### config.mk
export PLATFORM = sky130hd
export DESIGN_NAME = oversampled_thermistor_linearizer
export DESIGN_NICKNAME = d
export VERILOG_FILES = /design/src/hdl/otl_pkg.sv /design/src/hdl/oversampled_thermistor_linearizer.sv /design/src/hdl/otl_sub.sv /design/src/hdl/otl_core.sv
export SDC_FILE = /design/constraint.sdc
export NUM_CORES = 1
export LEC_CHECK = 0
export BUFFER_PORTS_ARGS = -buffer_cell sky130_fd_sc_hd__buf_2
export CORE_MARGIN = 2
export CORE_UTILIZATION = 45
export CTS_BUF_LIST = sky130_fd_sc_hd__clkbuf_4
export CTS_CLUSTER_DIAMETER = 40
export DETAILED_ROUTE_END_ITERATION = 8
export PLACE_DENSITY = 0.74
export SYNTH_ARGS = -nofsm -noshare
export SYNTH_HDL_FRONTEND = slang
export SYNTH_SLANG_ARGS = --single-unit
### constraint.sdc
create_clock -name clk -period 5.9 [get_ports clk]
set_input_delay 0.885 -clock clk [delete_from_list [all_inputs] [get_ports clk]]
set_output_delay 0.885 -clock clk [all_outputs]
set_load 0.01 [all_outputs]
### src/hdl/otl_pkg.sv
// types, widths and the calibration rom of the thermistor linearizer
package otl_pkg;

  localparam int SAMPLE_W = 10;
  localparam int SUM_W    = 14;
  localparam int TEMP_W   = 17;
  localparam int DEG_W    = 9;
  localparam int ROM_SIZE = 61;
  localparam int IDX_W    = 6;
  localparam int OVS_SHIFT = 4;
  // product magnitude |dsum| * |ddeg| * 256 stays below 2^31
  localparam int NUM_W    = 31;
  localparam int DIVC_W   = 5;

  // rom sums in single-sample units, scaled by sixteen on read
  localparam logic [SAMPLE_W-1:0] ROM_ADC [ROM_SIZE] = '{
    10'd23,  10'd25,  10'd27,  10'd28,  10'd31,  10'd33,  10'd35,
    10'd38,  10'd41,  10'd44,  10'd48,  10'd52,  10'd56,  10'd61,
    10'd66,  10'd71,  10'd78,  10'd84,  10'd92,  10'd100, 10'd109,
    10'd120, 10'd131, 10'd143, 10'd156, 10'd171, 10'd187,
    10'd205, 10'd224, 10'd245, 10'd268, 10'd293, 10'd320,
    10'd348, 10'd379, 10'd411, 10'd445, 10'd480, 10'd516,
    10'd553, 10'd591, 10'd628, 10'd665, 10'd702, 10'd737,
    10'd770, 10'd801, 10'd830, 10'd857, 10'd881, 10'd903,
    10'd922, 10'd939, 10'd954, 10'd966, 10'd977, 10'd985,
    10'd993, 10'd999, 10'd1004, 10'd1008
  };

  localparam logic [DEG_W-1:0] ROM_DEG [ROM_SIZE] = '{
    9'd300, 9'd295, 9'd290, 9'd285, 9'd280, 9'd275, 9'd270, 9'd265,
    9'd260, 9'd255, 9'd250, 9'd245, 9'd240, 9'd235, 9'd230, 9'd225,
    9'd220, 9'd215, 9'd210, 9'd205, 9'd200, 9'd195, 9'd190, 9'd185,
    9'd180, 9'd175, 9'd170, 9'd165, 9'd160, 9'd155, 9'd150, 9'd145,
    9'd140, 9'd135, 9'd130, 9'd125, 9'd120, 9'd115, 9'd110, 9'd105,
    9'd100, 9'd95,  9'd90,  9'd85,  9'd80,  9'd75,  9'd70,  9'd65,
    9'd60,  9'd55,  9'd50,  9'd45,  9'd40,  9'd35,  9'd30,  9'd25,
    9'd20,  9'd15,  9'd10,  9'd5,   9'd0
  };

  typedef struct packed {
    logic             start;
    logic [SUM_W-1:0] sum;
  } core_req_t;

  typedef struct packed {
    logic              done;
    logic [TEMP_W-1:0] temp;
  } core_rsp_t;

  function automatic logic [SUM_W-1:0] rom_sum(input logic [IDX_W-1:0] idx);
    rom_sum = {ROM_ADC[idx], {OVS_SHIFT{1'b0}}};
  endfunction

endpackage

### src/hdl/oversampled_thermistor_linearizer.sv
// oversampled thermistor linearizer: sample accumulator, result register and sequencer
// sequence: a group's last sample starts the rom search, then segment setup, a 31-step
// divide and a finish state; a sum that tops the table goes straight from search to finish
// throughput: one sample per cycle within a group; in_stall is high while the
// sequencer works and on a group's last sample while a result still waits
// reset: synchronous, clears sum, count, sequencer and result valid
module oversampled_thermistor_linearizer #(
  parameter int SAMPLES_PER_RESULT = 16,
  parameter int TABLE_ENTRIES      = 61
) (
  input  logic                         clk,
  input  logic                         rst_n,
  input  logic                         in_valid,
  output logic                         in_stall,
  input  logic [otl_pkg::SAMPLE_W-1:0] in_adc_sample,
  output logic                         out_valid,
  input  logic                         out_stall,
  output logic [otl_pkg::SUM_W-1:0]    out_oversampled_sum,
  output logic [otl_pkg::TEMP_W-1:0]   out_temperature_q8
);
  import otl_pkg::*;

  localparam int CNT_W = (SAMPLES_PER_RESULT > 1) ? $clog2(SAMPLES_PER_RESULT) : 1;
  localparam logic [CNT_W-1:0] CNT_LAST = CNT_W'(SAMPLES_PER_RESULT - 1);

  logic [SUM_W-1:0]  sum_r, sum_nxt;
  logic [CNT_W-1:0]  cnt_r;
  logic              busy_r, out_valid_r;
  logic [SUM_W-1:0]  out_sum_r;
  logic [TEMP_W-1:0] out_temp_r;
  logic              in_beat, cnt_last, grp_done;
  core_req_t         req;
  core_rsp_t         rsp;

  assign cnt_last = (cnt_r == CNT_LAST);
  assign in_stall = busy_r | (out_valid_r & cnt_last);
  assign in_beat  = in_valid & ~in_stall;
  assign grp_done = in_beat & cnt_last;
  assign sum_nxt  = sum_r + SUM_W'(in_adc_sample);

  assign req.start = grp_done;
  assign req.sum   = sum_nxt;

  otl_core #(
    .TABLE_ENTRIES (TABLE_ENTRIES)
  ) u_core (
    .clk   (clk),
    .rst_n (rst_n),
    .req   (req),
    .rsp   (rsp)
  );

  always_ff @(posedge clk) begin
    if (!rst_n) begin
      sum_r       <= '0;
      cnt_r       <= '0;
      busy_r      <= 1'b0;
      out_valid_r <= 1'b0;
    end else begin
      if (in_beat) begin
        sum_r <= grp_done ? '0 : sum_nxt;
        cnt_r <= grp_done ? '0 : cnt_r + CNT_W'(1);
      end
      if (grp_done) begin
        busy_r <= 1'b1;
      end else if (rsp.done) begin
        busy_r <= 1'b0;
      end
      if (rsp.done) begin
        out_valid_r <= 1'b1;
      end else if (~out_stall) begin
        out_valid_r <= 1'b0;
      end
    end
  end

  // result register is empty whenever a group closes, so the sum loads early
  always_ff @(posedge clk) begin
    if (grp_done) out_sum_r <= sum_nxt;
    if (rsp.done) out_temp_r <= rsp.temp;
  end

  assign out_valid           = out_valid_r;
  assign out_oversampled_sum = out_sum_r;
  assign out_temperature_q8  = out_temp_r;

endmodule

### src/hdl/otl_sub.sv
// shared subtractor used by the table search, segment setup and divider
module otl_sub (
  input  logic [otl_pkg::SUM_W:0] a,
  input  logic [otl_pkg::SUM_W:0] b,
  output logic [otl_pkg::SUM_W:0] diff,
  output logic                    borrow
);
  import otl_pkg::*;

  logic [SUM_W+1:0] full;

  assign full   = {1'b0, a} - {1'b0, b};
  assign diff   = full[SUM_W:0];
  assign borrow = full[SUM_W+1];

endmodule

### src/hdl/otl_core.sv
// sequencer: binary table search, segment setup, multiply, serial divide
module otl_core #(
  parameter int TABLE_ENTRIES = 61
) (
  input  logic                clk,
  input  logic                rst_n,
  input  otl_pkg::core_req_t  req,
  output otl_pkg::core_rsp_t  rsp
);
  import otl_pkg::*;

  localparam int N_LIM  = (TABLE_ENTRIES < ROM_SIZE) ? TABLE_ENTRIES : ROM_SIZE;
  localparam int N_USED = (N_LIM < 2) ? 2 : N_LIM;
  localparam logic [IDX_W-1:0] N_IDX = IDX_W'(N_USED);

  typedef enum logic [5:0] {
    S_IDLE   = 6'b000001,
    S_SEARCH = 6'b000010,
    S_DIFF   = 6'b000100,
    S_MUL    = 6'b001000,
    S_DIV    = 6'b010000,
    S_FIN    = 6'b100000
  } state_t;

  state_t               state_r, state_nxt;
  logic [SUM_W-1:0]     raw_r;
  logic [IDX_W-1:0]     lo_r, hi_r;
  logic [SUM_W-1:0]     dmag_r, ds_r, rem_r;
  logic [DEG_W-1:0]     ddeg_r;
  logic                 neg_r;
  logic [NUM_W-1:0]     mag_r;
  logic [DIVC_W-1:0]    cnt_r;

  logic [IDX_W:0]       mid_sum;
  logic [IDX_W-1:0]     mid, seg_lo;
  logic [SUM_W:0]       sub_a, sub_b, sub_diff, neg_diff, rem_sh;
  logic                 sub_borrow;
  logic [SUM_W-1:0]     s0, s1;
  logic [DEG_W-1:0]     v0, v1;
  logic [31:0]          base32, q32;

  assign mid_sum = {1'b0, lo_r} + {1'b0, hi_r};
  assign mid     = mid_sum[IDX_W:1];
  assign seg_lo  = lo_r - IDX_W'(1);
  assign s0      = rom_sum(seg_lo);
  assign s1      = rom_sum(lo_r);
  assign v0      = ROM_DEG[seg_lo];
  assign v1      = ROM_DEG[lo_r];
  assign rem_sh  = {rem_r, mag_r[NUM_W-1]};
  assign neg_diff = ~sub_diff + (SUM_W+1)'(1);

  always_comb begin
    case (state_r)
      S_SEARCH: begin
        sub_a = {1'b0, raw_r};
        sub_b = {1'b0, rom_sum(mid)};
      end
      S_DIFF: begin
        sub_a = {1'b0, raw_r};
        sub_b = {1'b0, s0};
      end
      S_DIV: begin
        sub_a = rem_sh;
        sub_b = {1'b0, ds_r};
      end
      default: begin
        sub_a = '0;
        sub_b = '0;
      end
    endcase
  end

  otl_sub u_sub (
    .a      (sub_a),
    .b      (sub_b),
    .diff   (sub_diff),
    .borrow (sub_borrow)
  );

  always_comb begin
    state_nxt = state_r;
    case (state_r)
      S_IDLE:   if (req.start) state_nxt = S_SEARCH;
      S_SEARCH: begin
        if (lo_r == hi_r) state_nxt = (lo_r == N_IDX) ? S_FIN : S_DIFF;
      end
      S_DIFF:   state_nxt = S_MUL;
      S_MUL:    state_nxt = (ds_r == '0) ? S_FIN : S_DIV;
      S_DIV:    if (cnt_r == '0) state_nxt = S_FIN;
      S_FIN:    state_nxt = S_IDLE;
      default:  state_nxt = S_IDLE;
    endcase
  end

  always_ff @(posedge clk) begin
    if (!rst_n) begin
      state_r <= S_IDLE;
    end else begin
      state_r <= state_nxt;
    end
  end

  always_ff @(posedge clk) begin
    case (state_r)
      S_IDLE: begin
        raw_r <= req.sum;
        lo_r  <= IDX_W'(1);
        hi_r  <= N_IDX;
      end
      S_SEARCH: begin
        if (lo_r == hi_r) begin
          // search done, slope cleared; with no entry above the sum the segment start is the last entry
          mag_r <= '0;
          neg_r <= 1'b0;
        end else if (sub_borrow) begin
          hi_r <= mid;
        end else begin
          lo_r <= mid + IDX_W'(1);
        end
      end
      S_DIFF: begin
        dmag_r <= sub_borrow ? neg_diff[SUM_W-1:0] : sub_diff[SUM_W-1:0];
        ds_r   <= s1 - s0;
        ddeg_r <= (v1 < v0) ? (v0 - v1) : (v1 - v0);
        neg_r  <= sub_borrow ^ (v1 < v0);
      end
      S_MUL: begin
        mag_r <= {(NUM_W-8)'(dmag_r) * (NUM_W-8)'(ddeg_r), 8'd0};
        rem_r <= '0;
        cnt_r <= DIVC_W'(NUM_W - 1);
      end
      S_DIV: begin
        // restoring divide, quotient bits shift in behind the numerator
        if (!sub_borrow) begin
          rem_r <= sub_diff[SUM_W-1:0];
        end else begin
          rem_r <= rem_sh[SUM_W-1:0];
        end
        mag_r <= {mag_r[NUM_W-2:0], ~sub_borrow};
        cnt_r <= cnt_r - DIVC_W'(1);
      end
      default: begin
      end
    endcase
  end

  assign base32 = 32'({v0, 8'd0});
  assign q32    = 32'(mag_r);

  always_comb begin
    rsp.done = (state_r == S_FIN);
    if (!neg_r) begin
      rsp.temp = TEMP_W'(base32 + q32);
    end else if (q32 > base32) begin
      rsp.temp = '0;
    end else begin
      rsp.temp = TEMP_W'(base32 - q32);
    end
  end

endmodule

==> flow_metrics.tcl <==
set metrics [dict create \
    cts_buffers 17 \
    cts.clk_slew.worst_paths_ns 0.20 \
    combPwrFrac_pct 5.8 \
    synthArstFlopShare_pct 0 \
    synth_area_leader_cell "edfxtp_1" \
    crit_type "reg2reg" \
    ys_top_cells_by_area "edfxtp_1 24%, ha_1 11%, fa_1 11%" \
    synth_seq_cells 167 \
    n_fill_cell 3636 \
    endpoint_kind "flop" \
    fin_area_sq_um 18700 \
    synthFlopType "edfxtp_1" \
    crit_path_max_incr_delay_ns 0.50 \
    setup_slack_ns 0.332 \
    worstPathArrival_ns 5.95 \
    required_ns 6.28 \
    area_growth_pct 7.09 \
    period_minus_slack_ns 5.57 \
    drt-pass1-iter-count 8 \
    reg2reg_to "u_core.dmag_r[12]" \
    drt-total-wl_microns 47000 \
    vias 15100 \
    hp-start "sum_r[0]" \
    worstPathMaxFanout 10 \
    ys_seq_area_share_pct 27.2 \
    vdd_ir_drop_max_v 0.000152 \
    drt_iter0_drc 1458 \
    track_usage_pct 23.3 \
    cts_setup_buffers 0 \
    fin_tns_setup_ns 0 \
    synth_area_sq_um 17500 \
    crit_top_cell "ha_1" \
    wire_per_inst_microns 18.3 \
    synth_cells 2025 \
    critPathLaunchType "flop" \
    r2r_cells 20 \
    start_util_pct 45.4 \
    skew_ns 0.0369 \
    clkSinkCount 167 \
    die_h_microns 201 \
    crit_start "u_core.lo_r[1]" \
    p_leak_nw 7.98 \
    worstHoldEndpoint "sum_r[0]" \
    final_nets 2296 \
    hold_violations 0 \
    hold_class "reg2reg" \
    synth_edf_count 141 \
    ant_nets 0 \
    timing.hold.ws_ns 0.484 \
    drv_slew 0 \
    grt_start_max_net_pins 63 \
    dieArea_sq_um 40400 \
    htreeDepth 4 \
    slew_headroom_pct 26.1 \
    syn_nets 2289 \
    switchingPower_mw 0.638 \
    setup_violations 0 \
    min_path_cells 2 \
    post-synth-top-area-fraction_pct 24.2 \
    worstPathCellList "inv_1 > ha_1 > inv_1 > ha_1 > clkinvlp_4 > and3_1 > o21ai_0 > a32oi_1 > and3_1 > a211o_1 > nor4bb_2 > ha_1 > nor2b_1 > o2111ai_1 > nand3_1 > a311oi_1 > o21a_1 > buf_4 > o31ai_1 > xnor2_1" \
    core.rowCount 72 \
    drt-vias-per-instance 5.89 \
    crit_slowest_cell "edfxtp_1" \
    p_int_mw 1.57 \
    rsz0062_at_grt "no" \
    clockRootBuffer "clkbuf_4" \
    place_hpwl_microns 35700 \
    cap_violations 0 \
    p_sw_share_pct 28.9 \
    grt_pass1_vias 15000 \
    grt_remaining_overflow 0 \
    power_frac_clock_pct 34.4 \
    drive_gt1_share_pct 8.46 \
    portBuffers 46 \
    period_share_pct 94.4 \
    r2r_setup_slack_ns 0.33 \
    io_pins 47 \
    rr_startpoint "u_core.lo_r[1]" \
    coreArea_sq_um 38500 \
    power_density_nw_per_um2 118 \
    status "finished clean" \
    grt_pass1_wl_microns 77400 \
    clkLatencyLatePin_ns 0.63 \
    fmax_mhz 180 \
    antenna_found_initial 1 \
    ys_top_cells_by_count "219 x nand2_1, 200 x inv_1, 158 x ha_1" \
    drcViolationCount 0 \
    clockBufferDepth 2 \
    worst_pin_slew_ns 1.11 \
    p_seq_share_pct 59.8 \
    yosys_warnings 0 \
    preCtsSetupSlack_ns 0.210 \
    cts_tree "yes" \
    synth_cell_types 84 \
    die_w_microns 201 \
    syn_area_per_cell_sq_um 8.63 \
    yosysMostFrequentCell "nand2_1" \
    placed_cell_area_sq_um 18400 \
    place_congestion 0.972 \
]
-- area by class of cell --
type                            count  area (sq um)  area share, %
Inverter                          205           773           4.13
Clock inverter                     15           216           1.16
Sequential cell                   167          4750           25.4
Clock buffer                       17           128          0.682
Timing Repair Buffer              101           643           3.44
Tap cell                          518           648           3.46
Multi-Input combinational cell   1540         11500           61.7
Antenna cell                        1          2.50         0.0134
-- per-stage QoR --
step	power (mW)	util [%]	cells
CTS	2.22	48.6	2563
global route	2.29	48.6	2564
finish	2.21	48.6	2564
global placement	1.47	47.7	2531
floorplan	1.44	-	2025
detailed placement	1.47	47.7	2531
-- metal layers --
metal | track usage [%] | share of wire [%] | vias up
met4 | 6.98 | 2.5 | 0
met3 | 3.05 | 6.4 | 95
met5 | 0 | 0 | -
li1 | - | - | 7115
met2 | 39.7 | 49 | 610
met1 | 30.9 | 42 | 7292
-- flip-flops by register name, summed over array words and instances, names as in the netlist, 9 cells and up --
register / flops
out_oversampled_sum: 14
u_core.raw_r: 14
u_core.rem_r: 14
u_core.ddeg_r: 9
out_temperature_q8: 17
u_core.dmag_r: 14
u_core.mag_r: 31
sum_r: 14
u_core.ds_r: 10
-- power by group through the flow --
stage | registers [mW] | clock network [mW] | logic [mW]
2_1_floorplan | 1.34 | 0 | 0.0925
3_3_place_gp | 1.35 | 0 | 0.121
3_5_place_dp | 1.35 | 0 | 0.126
4_1_cts | 1.32 | 0.773 | 0.128
5_1_grt | 1.33 | 0.824 | 0.145
6_report | 1.32 | 0.760 | 0.128
-- critical path, delay by kind of cell, from the launching register on --
kind                       cells  cell delay, ns
AOI/OAI and AO/OA              7            1.73
buffers and inverters          4            0.75
xor gates and xnor gates       1            0.16
and+or+nand+nor                5            1.21
adders and majority gates      3            0.98
DFF                            1            0.50
-- what timing repair did --
action                                  4_1_cts  5_1_grt
endpoints found under the hold margin         0        0
endpoints found under the setup margin        0       32
hold buffers                                  0        0
gates resized for setup                       0        3
-- how the worst max path moves through the flow --
stage          slack (ns)                 to
2_1_floorplan        0.18  u_core.dmag_r[13]
3_3_place_gp         0.35  u_core.dmag_r[11]
3_5_place_dp         0.21  u_core.dmag_r[12]
4_1_cts              0.16  u_core.dmag_r[12]
5_1_grt              0.04  u_core.dmag_r[13]
6_report             0.33  u_core.dmag_r[12]
-- logic make-up after synthesis --
| family | after synthesis | synth area share [%] |
|---|---|---|
| simple gates | 651 | 18.1 |
| compound gates | 519 | 19.1 |
| buf+inv | 318 | 6.99 |
| fa+ha+maj | 250 | 21.9 |
| flops | 167 | 27.2 |
| xor+xnor | 88 | 4.45 |
| mux | 32 | 2.30 |
-- layout by cell type (no fill, tap or decap), drive strengths merged, types with 8 or more instances in the layout --
cell type | netlist | routed
nand2 | 219 | 219
inv | 203 | 209
ha | 158 | 158
a21oi | 147 | 147
edfxtp | 141 | 141
nor2 | 138 | 138
o21ai | 121 | 121
buf | 28 | 101
fa | 92 | 92
and2 | 78 | 78
xnor2 | 63 | 63
nor3 | 46 | 46
nand3 | 37 | 37
dfxtp | 26 | 26
a31oi | 26 | 26
nor2b | 25 | 25
xor2 | 25 | 25
nand2b | 24 | 24
a21o | 24 | 24
a211oi | 21 | 21
mux2i | 21 | 21
o211ai | 18 | 18
clkbuf | 85 | 17
or3 | 17 | 17
o22ai | 16 | 16
a22oi | 13 | 13
o21a | 13 | 13
o31ai | 13 | 13
o21bai | 11 | 11
nor4 | 10 | 10
nand4 | 10 | 10
and3 | 10 | 10
clkinv | 2 | 10
a311oi | 9 | 9
a21boi | 9 | 9
a22o | 9 | 9
nand3b | 8 | 8
a221oi | 8 | 8
Note: power is estimated with default switching activity, not from simulation.
